File: src/rtl/abl565_pkg.sv
// ----------------------------------------------------------------------------
// abl565_pkg: shared types and functions of the ARGB-over-RGB565 blend unit
// Beat formats, command and register codes, and the per-channel blend.
// ----------------------------------------------------------------------------
package abl565_pkg;

  // Default frame store depth in 16-bit words.
  localparam int unsigned FB_DEPTH_DEFAULT = 131072;

  // Screen positions: column + row * line length of 11-bit values.
  localparam int unsigned PosW  = 23;
  localparam int unsigned AddrW = 17;
  localparam int unsigned CfgW  = 11;
  localparam int unsigned CfgIdxW = 3;

  localparam logic [CfgW-1:0] ORIGIN_X_RST      = 11'd0;
  localparam logic [CfgW-1:0] ORIGIN_Y_RST      = 11'd0;
  localparam logic [CfgW-1:0] BITMAP_WIDTH_RST  = 11'd1;
  localparam logic [CfgW-1:0] BITMAP_HEIGHT_RST = 11'd1;
  localparam logic [CfgW-1:0] SCREEN_WIDTH_RST  = 11'd320;
  localparam logic [CfgW-1:0] SCREEN_HEIGHT_RST = 11'd240;

  typedef enum logic [1:0] {
    CMD_FB_WRITE = 2'd0,
    CMD_FB_READ  = 2'd1,
    CMD_PIXEL    = 2'd2
  } cmd_e;

  typedef enum logic [CfgIdxW-1:0] {
    REG_ORIGIN_X      = 3'd0,
    REG_ORIGIN_Y      = 3'd1,
    REG_BITMAP_WIDTH  = 3'd2,
    REG_BITMAP_HEIGHT = 3'd3,
    REG_SCREEN_WIDTH  = 3'd4,
    REG_SCREEN_HEIGHT = 3'd5
  } cfg_reg_e;

  typedef struct packed {
    logic [1:0]       cmd;
    logic [AddrW-1:0] fb_address;
    logic [15:0]      fb_data;
    logic [7:0]       src_alpha;
    logic [7:0]       src_red;
    logic [7:0]       src_green;
    logic [7:0]       src_blue;
  } in_beat_t;

  typedef struct packed {
    logic             kind;
    logic             written;
    logic [AddrW-1:0] out_address;
    logic [15:0]      out_color;
    logic             end_of_bitmap;
  } out_beat_t;

  typedef struct packed {
    logic [CfgW-1:0] origin_x;
    logic [CfgW-1:0] origin_y;
    logic [CfgW-1:0] bitmap_width;
    logic [CfgW-1:0] bitmap_height;
    logic [CfgW-1:0] screen_width;
    logic [CfgW-1:0] screen_height;
  } cfg_t;

  // One resolved frame store access on its way to the memory.
  typedef struct packed {
    logic [1:0]       op;
    logic             hit;
    logic [AddrW-1:0] out_address;
    logic [15:0]      fb_data;
    logic [7:0]       alpha;
    logic [7:0]       red;
    logic [7:0]       green;
    logic [7:0]       blue;
    logic             last;
  } acc_t;

  // Last counter value of a bitmap dimension; zero acts as one, and the
  // size saturates at 1024.
  function automatic logic [9:0] size_m1(logic [CfgW-1:0] v);
    logic [9:0] r;
    if (v == '0) begin
      r = '0;
    end else if (v > 11'd1024) begin
      r = '1;
    end else begin
      r = 10'(v - 11'd1);
    end
    return r;
  endfunction

  function automatic logic [15:0] blend565(logic [15:0] d, logic [7:0] a,
                                           logic [7:0] r, logic [7:0] g,
                                           logic [7:0] b);
    logic [7:0]  na;
    logic [7:0]  dr;
    logic [7:0]  dg;
    logic [7:0]  db;
    logic [16:0] sr;
    logic [16:0] sg;
    logic [16:0] sb;
    na = 8'd255 - a;
    dr = {d[15:11], 3'b000};
    dg = {d[10:5], 2'b00};
    db = {d[4:0], 3'b000};
    sr = ({9'd0, r} * {9'd0, a}) + ({9'd0, na} * {9'd0, dr});
    sg = ({9'd0, g} * {9'd0, a}) + ({9'd0, na} * {9'd0, dg});
    sb = ({9'd0, b} * {9'd0, a}) + ({9'd0, na} * {9'd0, db});
    return {sr[15:11], sg[15:10], sb[15:11]};
  endfunction

endpackage

File: src/rtl/abl565_place.sv
// ----------------------------------------------------------------------------
// abl565_place: bitmap placement and address stages
// Steps the source column and row counters, places each pixel on screen and
// resolves every beat into a frame store word address over two stages.
// ----------------------------------------------------------------------------
module abl565_place #(
  parameter int unsigned FbDepth = abl565_pkg::FB_DEPTH_DEFAULT,
  localparam int unsigned IdxW = $clog2(FbDepth)
) (
  input  logic                 clk_i,
  input  logic                 rst_ni,
  input  logic                 adv_i,
  input  logic                 in_valid_i,
  input  abl565_pkg::in_beat_t in_beat_i,
  input  abl565_pkg::cfg_t     cfg_i,
  output logic                 acc_valid_o,
  output abl565_pkg::acc_t     acc_o,
  output logic [IdxW-1:0]      acc_idx_o
);
  import abl565_pkg::*;

  typedef struct packed {
    in_beat_t    beat;
    logic [10:0] x;
    logic [10:0] y;
    logic        on_screen;
    logic        last;
  } s1_t;

  logic [9:0]  col_q, col_d;
  logic [9:0]  row_q, row_d;
  logic        take;
  logic        is_pix;
  logic [11:0] x_pos;
  logic [11:0] y_pos;
  logic        col_end;
  logic        row_end;
  logic        s1_valid_q;
  s1_t         s1_q, s1_d;

  logic [21:0]     row_base;
  logic [PosW-1:0] addr_wide;
  logic            in_store;
  logic            acc_valid_q;
  acc_t            acc_q, acc_d;
  logic [IdxW-1:0] idx_q;

  assign take   = in_valid_i && adv_i;
  assign is_pix = in_beat_i.cmd == CMD_PIXEL;

  // Both sums fit 12 bits, so the top bit is the sign of the screen position.
  assign x_pos   = {cfg_i.origin_x[10], cfg_i.origin_x} + {2'b00, col_q};
  assign y_pos   = {cfg_i.origin_y[10], cfg_i.origin_y} + {2'b00, row_q};
  assign col_end = col_q >= size_m1(cfg_i.bitmap_width);
  assign row_end = row_q >= size_m1(cfg_i.bitmap_height);

  always_comb begin
    col_d = col_q;
    row_d = row_q;
    if (take && is_pix) begin
      if (col_end) begin
        col_d = '0;
        row_d = row_end ? '0 : row_q + 10'd1;
      end else begin
        col_d = col_q + 10'd1;
      end
    end
  end

  always_comb begin
    s1_d.beat      = in_beat_i;
    s1_d.x         = x_pos[10:0];
    s1_d.y         = y_pos[10:0];
    s1_d.on_screen = !x_pos[11] && !y_pos[11] &&
                     (x_pos[10:0] < cfg_i.screen_width) &&
                     (y_pos[10:0] < cfg_i.screen_height);
    s1_d.last      = is_pix && col_end && row_end;
  end

  assign row_base = {11'd0, s1_q.y} * {11'd0, cfg_i.screen_width};

  always_comb begin
    if (s1_q.beat.cmd == CMD_PIXEL) begin
      addr_wide = {1'b0, row_base} + {12'd0, s1_q.x};
    end else begin
      addr_wide = {(PosW-AddrW)'(0), s1_q.beat.fb_address};
    end
    in_store = addr_wide < PosW'(FbDepth);

    acc_d.op          = s1_q.beat.cmd;
    acc_d.hit         = (s1_q.beat.cmd == CMD_PIXEL) ? (s1_q.on_screen && in_store)
                                                     : in_store;
    acc_d.out_address = addr_wide[AddrW-1:0];
    acc_d.fb_data     = s1_q.beat.fb_data;
    acc_d.alpha       = s1_q.beat.src_alpha;
    acc_d.red         = s1_q.beat.src_red;
    acc_d.green       = s1_q.beat.src_green;
    acc_d.blue        = s1_q.beat.src_blue;
    acc_d.last        = s1_q.last;
  end

  always_ff @(posedge clk_i or negedge rst_ni) begin
    if (!rst_ni) begin
      col_q       <= '0;
      row_q       <= '0;
      s1_valid_q  <= 1'b0;
      acc_valid_q <= 1'b0;
    end else begin
      col_q <= col_d;
      row_q <= row_d;
      if (adv_i) begin
        s1_valid_q  <= in_valid_i;
        acc_valid_q <= s1_valid_q;
      end
    end
  end

  always_ff @(posedge clk_i) begin
    if (adv_i) begin
      s1_q  <= s1_d;
      acc_q <= acc_d;
      idx_q <= addr_wide[IdxW-1:0];
    end
  end

  assign acc_valid_o = acc_valid_q;
  assign acc_o       = acc_q;
  assign acc_idx_o   = idx_q;

`ifndef NO_ASSERTIONS
  a_counters_hold: assert property (@(posedge clk_i) disable iff (!rst_ni)
    !adv_i |=> $stable(col_q) && $stable(row_q))
    else $error("source counters moved while the pipeline was held");

  a_last_is_pixel: assert property (@(posedge clk_i) disable iff (!rst_ni)
    s1_valid_q && s1_q.last |-> s1_q.beat.cmd == CMD_PIXEL)
    else $error("end of bitmap flagged on a host access");
`endif

endmodule

File: config.mk
export PLATFORM = sky130hd
export DESIGN_NAME = abl565_place
export DESIGN_NICKNAME = d
export VERILOG_FILES = /design/src/rtl/abl565_pkg.sv /design/src/rtl/abl565_place.sv
export SDC_FILE = /design/constraint.sdc
export NUM_CORES = 1
export LEC_CHECK = 0
export ABC_AREA = 1
export BUFFER_PORTS_ARGS = -buffer_cell sky130_fd_sc_hd__buf_4
export CAP_MARGIN = 30
export CORE_MARGIN = 2
export CORE_UTILIZATION = 30
export CTS_CLUSTER_DIAMETER = 100
export CTS_CLUSTER_SIZE = 14
export DETAILED_ROUTE_END_ITERATION = 8
export SETUP_SLACK_MARGIN = 0.5
export SLEW_MARGIN = 20
export SYNTH_ARGS = -nofsm -noshare
export SYNTH_HDL_FRONTEND = slang
export SYNTH_SLANG_ARGS = --single-unit
export TNS_END_PERCENT = 50
File: constraint.sdc
create_clock -name clk_i -period 6.65 [get_ports clk_i]
set_clock_uncertainty 0.15 [all_clocks]
set_input_delay 0.9975 -clock clk_i [delete_from_list [all_inputs] [get_ports clk_i]]
set_output_delay 0.9975 -clock clk_i [all_outputs]
set_load 0.05 [all_outputs]
==> reports/qor.yml, run 1 <==
dp_hpwl_mm: 24.92
ios: 224
dieArea_sq_um: 46030
fin_setup_tns_ps: 0
crit_fanout: 12
coreArea_sq_um: 44030
arrival_ps: 5430
cellLeakagePower_nw: 8.011
cts.sinks: 182
syn-num-nets: 1771
cp_common_cell: "nand2_1"
pre_cts_ws_ps: 778.2
drive_gt1_frac: 0.1644
crit_type: "in2reg"
synth_enable_flop_cells: 160
ys_ff_latch: 182
rsz0062_at_grt: "no"
synth_cells: 1413
cp_slowest_stage_delay_ps: 580
fillers: 4384
synth.distinct_cells: 38
ir_worst_vdd_mv: 0.3203
cts_resized: 0
placed_cell_area_sq_um: 15500
grt_pass1_wl_mm: 49.91
antenna_found_initial: 1
drcViolationCount: 0
status: "finished clean"
die_w_um: 214.5
fin_crit_ps: 5383
num_vias: 9673
wl_mm: 31.10
yosys.area.top_type: "edfxtp_1"
io_buffer_count: 223
fmax_ghz: 0.1858
instances_no_fill: 2217
nets: 1971
stdcell_area_sq_um: 16060
synthTopCellsByArea: "edfxtp_1 36%, fa_1 14%, ha_1 12%"
cts_tree: "built"
critPathRequiredTime_ps: 6690
clk_pin_slew_worst_paths_ps: 80
power.total_mw: 7.208
area_growth_pct: 20.75
cts-root-buf: "clkbuf_16"
slowest_stage: "fa_1"
hold_class: "reg2reg"
ys_async_sr_fraction: 0.1209
grt_pass1_vias: 9616
die_y_um: 214.5
path_delay_family: "adder cells"
finalCritPeriodShare: 0.8095
dr.pass1.iters: 5
drv_slew: 0
cts_max_path_buffers: 2
crit_buf_inv: 4
dp.cells: 2186
yosysSeqAreaShare: 0.4027
wl_per_cell_um: 14.03
htree_num_levels: 4
post-cts-setup-buffer-count: 0
start_util: 0.3020
cts_hold_buf: 0
clk_latency_ps: 440
grt_overflow: 0
worst_slack_ps: 1267
yosys_most_used_dff: "edfxtp_1"
crit_path_end_kind: "flip-flop"
avgViaCountPerCell: 4.363
rrSetupSlack_ps: 1340
ant_nets: 0
worstPathCellList: "buf_4 > nand2_1 > fa_1 > fa_1 > fa_1 > inv_1 > fa_1 > inv_1 > fa_1 > inv_1 > ha_1 > nand2_1 > nor2_1 > nand2_1 > nand3_1 > nand2_1 > nand3b_1 > nand2_1 > nand2_1 > nor2_1 > nand2_1 > nand2_1"
num_rows: 77
drt_iter0_drc: 574
synth_warnings: 0
gp_congestion: 0.8496
cts_buffers: 17
grt_max_degree: 74
avgSynthCellArea_sq_um: 9.411
finalSetupViolations: 0
yosys.area.top_type_share: 0.3613
start_kind: "input pin"
netlist_area_sq_um: 13300
power-per-cell-area_nw_per_um2: 448.9
grt_util_all_layers: 0.1366
relSlewSlack: 0.3857
finalHoldViolCount: 0
drv_cap: 0
tightest_slew_ps: 921.4
[sequential cells by signal, summed over array words and instances, names as in the netlist]
register,flops
acc_o,52
acc_idx_o,17
acc_d,51
acc_valid_o,1
s1_q,40
row_q,10
col_q,10
s1_valid_q,1
[cell families after synthesis]
group	Yosys count	synth area share
AO/OA/AOI/OAI	138	0.05636
XOR/XNOR	44	0.02898
adder cells (fa/ha/maj)	221	0.2610
buffers and inverters	349	0.1037
flip-flops	182	0.4027
AND/OR/NAND/NOR	479	0.1473
[metrics by stage]
stage	hold WS [ps]	utilization
3_5_place_dp	254.5	0.3521
6_report	266.0	0.3647
4_1_cts	267.8	0.3646
3_3_place_gp	250.3	0.3520
2_1_floorplan	250.3	-
5_1_grt	271.5	0.3647
[worst reg2reg max path: stages, from the launching register on]
cell	delay, ps
edfxtp_1	620
nand2_1	150
fa_1	520
fa_1	540
inv_1	50
fa_1	500
fa_1	540
inv_1	50
fa_1	530
inv_1	40
ha_1	350
nand2_1	160
inv_1	50
a21oi_1	150
nand3_1	190
a21oi_1	220
xor2_1	160
o21ai_0	90
[where the power goes]
part | internal, mW | switching, mW
clock | 0.518 | 0.476
sequential | 1.45 | 0.109
combinational | 1.63 | 3.03
total | 3.60 | 3.61
[path summary, 6_finish.rpt]
kind	endpoint	from	cells past startpoint
worst max-delay path	acc_o[66]	cfg_i[15]	22
worst min-delay path	acc_o[48]	acc_d[48]	0
worst max register to register	acc_idx_o[16]	s1_q[2]	17
worst min register to register	acc_o[48]	acc_d[48]	0
max in group asynchronous	row_q[2]	rst_ni	1
min in group asynchronous	acc_valid_o	rst_ni	1
[cell type report]
class                           count  area [sq um]  share of cell area
Multi-Input combinational cell    882          6570              0.4092
Tap cell                          592         740.7             0.04613
Sequential cell                   182          5355              0.3335
Clock inverter                     13         125.1            0.007792
Timing Repair Buffer              225          1693              0.1054
Clock buffer                       17         425.4             0.02649
Antenna cell                        1         2.502           0.0001558
Inverter                          305          1145             0.07130
[cell usage after synthesis, drive strengths merged (3+ instances only)]
master  number
or2          4
o21a         4
edfxtp     160
a31oi        6
nor3        13
o211ai       4
dfrtp       22
fa          94
nand3       41
inv        304
a21oi       59
nand2      330
xnor2       12
nand4       11
o21ai       53
clkbuf      25
nor2        73
xor2        32
ha         127
a211oi       3
buf         19
o21bai       3
[cells in the final DEF (no fill, tap or decap), types with 41 or more instances in the layout]
| master | synthesis | layout |
|---|---|---|
| ha_1 | 127 | 127 |
| nand2_1 | 328 | 328 |
| fa_1 | 94 | 94 |
| nand3_1 | 41 | 41 |
| a21oi_1 | 59 | 59 |
| o21ai_0 | 52 | 52 |
| inv_1 | 303 | 303 |
| buf_4 | 18 | 224 |
| nor2_1 | 70 | 70 |
| edfxtp_1 | 160 | 160 |
[routing by layer]
layer  vias to the layer above  share of wire  global-route usage
li1                       4856              -                   -
met3                        37          0.045             0.02780
met4                         0          0.018             0.03912
met2                       231           0.50              0.2417
met5                         -              0                   0
met1                      4549           0.44              0.1683
No activity file was read; power rests on OpenSTA's default activity.
==> run 2: changes to the inputs <==
Settings changed: ABC_AREA 1 to 0.
Clock period 6.65 ns to 4.7 ns, I/O delays scaled along.
==> run 2 against run 1 <==
- the flow now finishes with violations (setup timing)
- combinational power increased by 30%
- synthesized cell count decreased by 19%
- sequential power rose by 33%
- register-to-register slack worse by 1800 ps
- clock power increased by 48%
- hold slack gained 1.7 ps
- critical path depth fell by 7
- first-iteration DRC count is 16% lower
- critical path type is now reg2reg
- largest cell class unchanged
==> reports/qor.yml, run 2 <==
num_vias: 8880
synth_top_family_by_area: "adder cells"
fillers: 4072
grt_max_degree: 163
power-per-cell-area_nw_per_um2: 576.1
fin_crit_ps: 5185
fin_setup_tns_ps: -1956
cp_slowest_stage_delay_ps: 600
wl_mm: 28.62
final_common_cell: "buf_4"
synth_cells: 1142
ant_nets: 0
cp_common_cell: "fa_1"
grt_util_all_layers: 0.1320
ir_worst_vdd_mv: 0.5406
ys_async_sr_fraction: 0.1209
critPathRequiredTime_ps: 4740
drv_cap: 0
synth_most_common_cell: "inv_1"
arrival_ps: 5230
final_cell_mix: "315 x buf_4, 169 x inv_1, 160 x edfxtp_1, 115 x ha_1, 107 x nand2_1"
num_antenna_cells: 0
violations: "setup timing"
crit_path_end_kind: "flip-flop"
synthXorXnorAreaFrac: 0.03145
highest_layer: "met4"
cts_tree: "built"
gp_congestion: 0.8410
clk_pin_slew_worst_paths_ps: 70
clk_latency_ps: 450
die_w_um: 210.7
antenna_found_initial: 0
syn-num-nets: 1500
nets: 1800
start_kind: "flip-flop"
dp_hpwl_mm: 23.43
wl_per_cell_um: 14.35
yosys.area.top_type: "edfxtp_1"
yosys.area.top_type_share: 0.3750
synth_warnings: 0
crit_fanout: 7
cts_max_path_buffers: 2
rrSetupSlack_ps: -490
wl_met2_mm: 14.61
area_growth_pct: 30.28
cellLeakagePower_nw: 7.774
ys_ff_latch: 182
synth_fa_ha_area_frac: 0.2717
worst_slack_ps: -485.3
drcViolationCount: 0
synth.distinct_cells: 67
synthSimpleGateAreaFrac: 0.1108
hold_class: "reg2reg"
fmax_ghz: 0.1929
slowest_stage: "fa_1"
synth_mux_area_frac: 0.007617
finalHoldViolCount: 0
start_util: 0.3048
ios: 224
grt_overflow: 0
avgViaCountPerCell: 4.453
num_rows: 75
synth_enable_flop_cells: 160
largest_register_ffs: 52
status: "finished, violations left"
cts_buffers: 17
wl_met1_mm: 12.40
dr.pass1.iters: 5
fin_util: 0.3971
met3_length_mm: 1.168
finalSetupViolations: 7
crit_type: "reg2reg"
synthTopCellsByArea: "edfxtp_1 38%, fa_1 15%, ha_1 12%"
coreArea_sq_um: 42040
relSlewSlack: 0.4030
synth_common_cells: "172 x inv_1, 160 x edfxtp_1, 127 x ha_1"
finalCritPeriodShare: 1.103
avgSynthCellArea_sq_um: 11.22
cts-root-buf: "clkbuf_16"
drive_gt1_frac: 0.2928
worstPathCellList: "and2_1 > fa_1 > fa_1 > fa_1 > fa_1 > fa_1 > ha_4 > nand2_1 > o21ai_1 > and2_1 > a211o_1 > a21oi_2 > o21ai_1 > mux2i_1 > a41o_1"
grt_pass1_wl_mm: 46.10
synth_compound_area_frac: 0.09102
drv_slew: 0
dieArea_sq_um: 44380
netlist_area_sq_um: 12810
grt_pass1_vias: 9288
yosysSeqAreaShare: 0.4180
drt_iter0_drc: 485
io_buffer_count: 223
cts.sinks: 182
die_y_um: 210.7
rsz0062_at_grt: "yes"
tightest_slew_ps: 895.6
htree_num_levels: 4
yosys_most_used_dff: "edfxtp_1"
[run 2: metrics by stage]
stage	hold slack, ps	worst slack (ps)	cells	power (mW)	area, sq um
finish	267.7	-485.3	1994	9.616	16690
CTS	241.4	-507.5	1993	9.620	16590
global placement	250.5	-790.8	1941	7.571	15710
global route	244.6	-638.3	1994	10.36	16690
floorplan	250.3	-653.7	1142	5.766	13040
detailed placement	254.5	-934.1	1941	7.668	15710
[run 2: critical path: cells and delay by family, from the launching register on]
kind | cells | cell delay, ps
simple gates | 3 | 440
fa+ha+maj | 6 | 2850
flops | 1 | 530
mux | 1 | 120
compound gates | 5 | 850
[run 2: routing by layer]
| layer | global-route usage | vias to the layer above |
|---|---|---|
| li1 | - | 4436 |
| met1 | 0.1582 | 4237 |
| met2 | 0.2363 | 174 |
| met3 | 0.03048 | 33 |
| met4 | 0.03764 | 0 |
| met5 | 0 | - |
[run 2: power by group]
group	switching (mW)	internal, mW	total [mW]
combinational	3.08	2.98	6.07
sequential	0.0905	1.98	2.08
clock	0.628	0.845	1.47
total	3.80	5.81	9.62
[run 2: area by class of cell]
cell class	count	area [sq um]	share of cell area
Clock buffer	19	432.9	0.02594
Clock inverter	13	168.9	0.01012
Inverter	172	645.6	0.03868
Multi-Input combinational cell	742	6905	0.4137
Sequential cell	182	5355	0.3208
Tap cell	539	674.4	0.04040
Timing Repair Buffer	327	2510	0.1504
[run 2: final timing paths]
kind                                 from          end  cells after the start
worst min-delay path            acc_d[33]    acc_o[33]                      0
max in group asynchronous          rst_ni  acc_valid_o                      2
worst max-delay path              s1_q[8]    acc_o[66]                     15
min in group asynchronous          rst_ni     row_q[6]                      2
worst max register to register    s1_q[8]    acc_o[66]                     15
worst min register to register  acc_d[33]    acc_o[33]                      0
[run 2: logic make-up (layout without fill, tap and decap cells)]
kind of cell / after synthesis / count (layout)
AND/OR/NAND/NOR: 283 / 283
adder cells (fa/ha/maj): 222 / 222
buffers and inverters: 218 / 531
AO/OA/AOI/OAI: 182 / 182
flip-flops: 182 / 182
XOR/XNOR: 46 / 46
multiplexers: 9 / 9
[run 2: timing repair]
item | CTS | global route
hold buffers | 1 | 0
setup endpoints to repair | 12 | 14
setup buffers | 19 | 1
pin swaps | 25 | 15
endpoints found under the hold margin | 22 | 0
gates resized for setup | 26 | 20
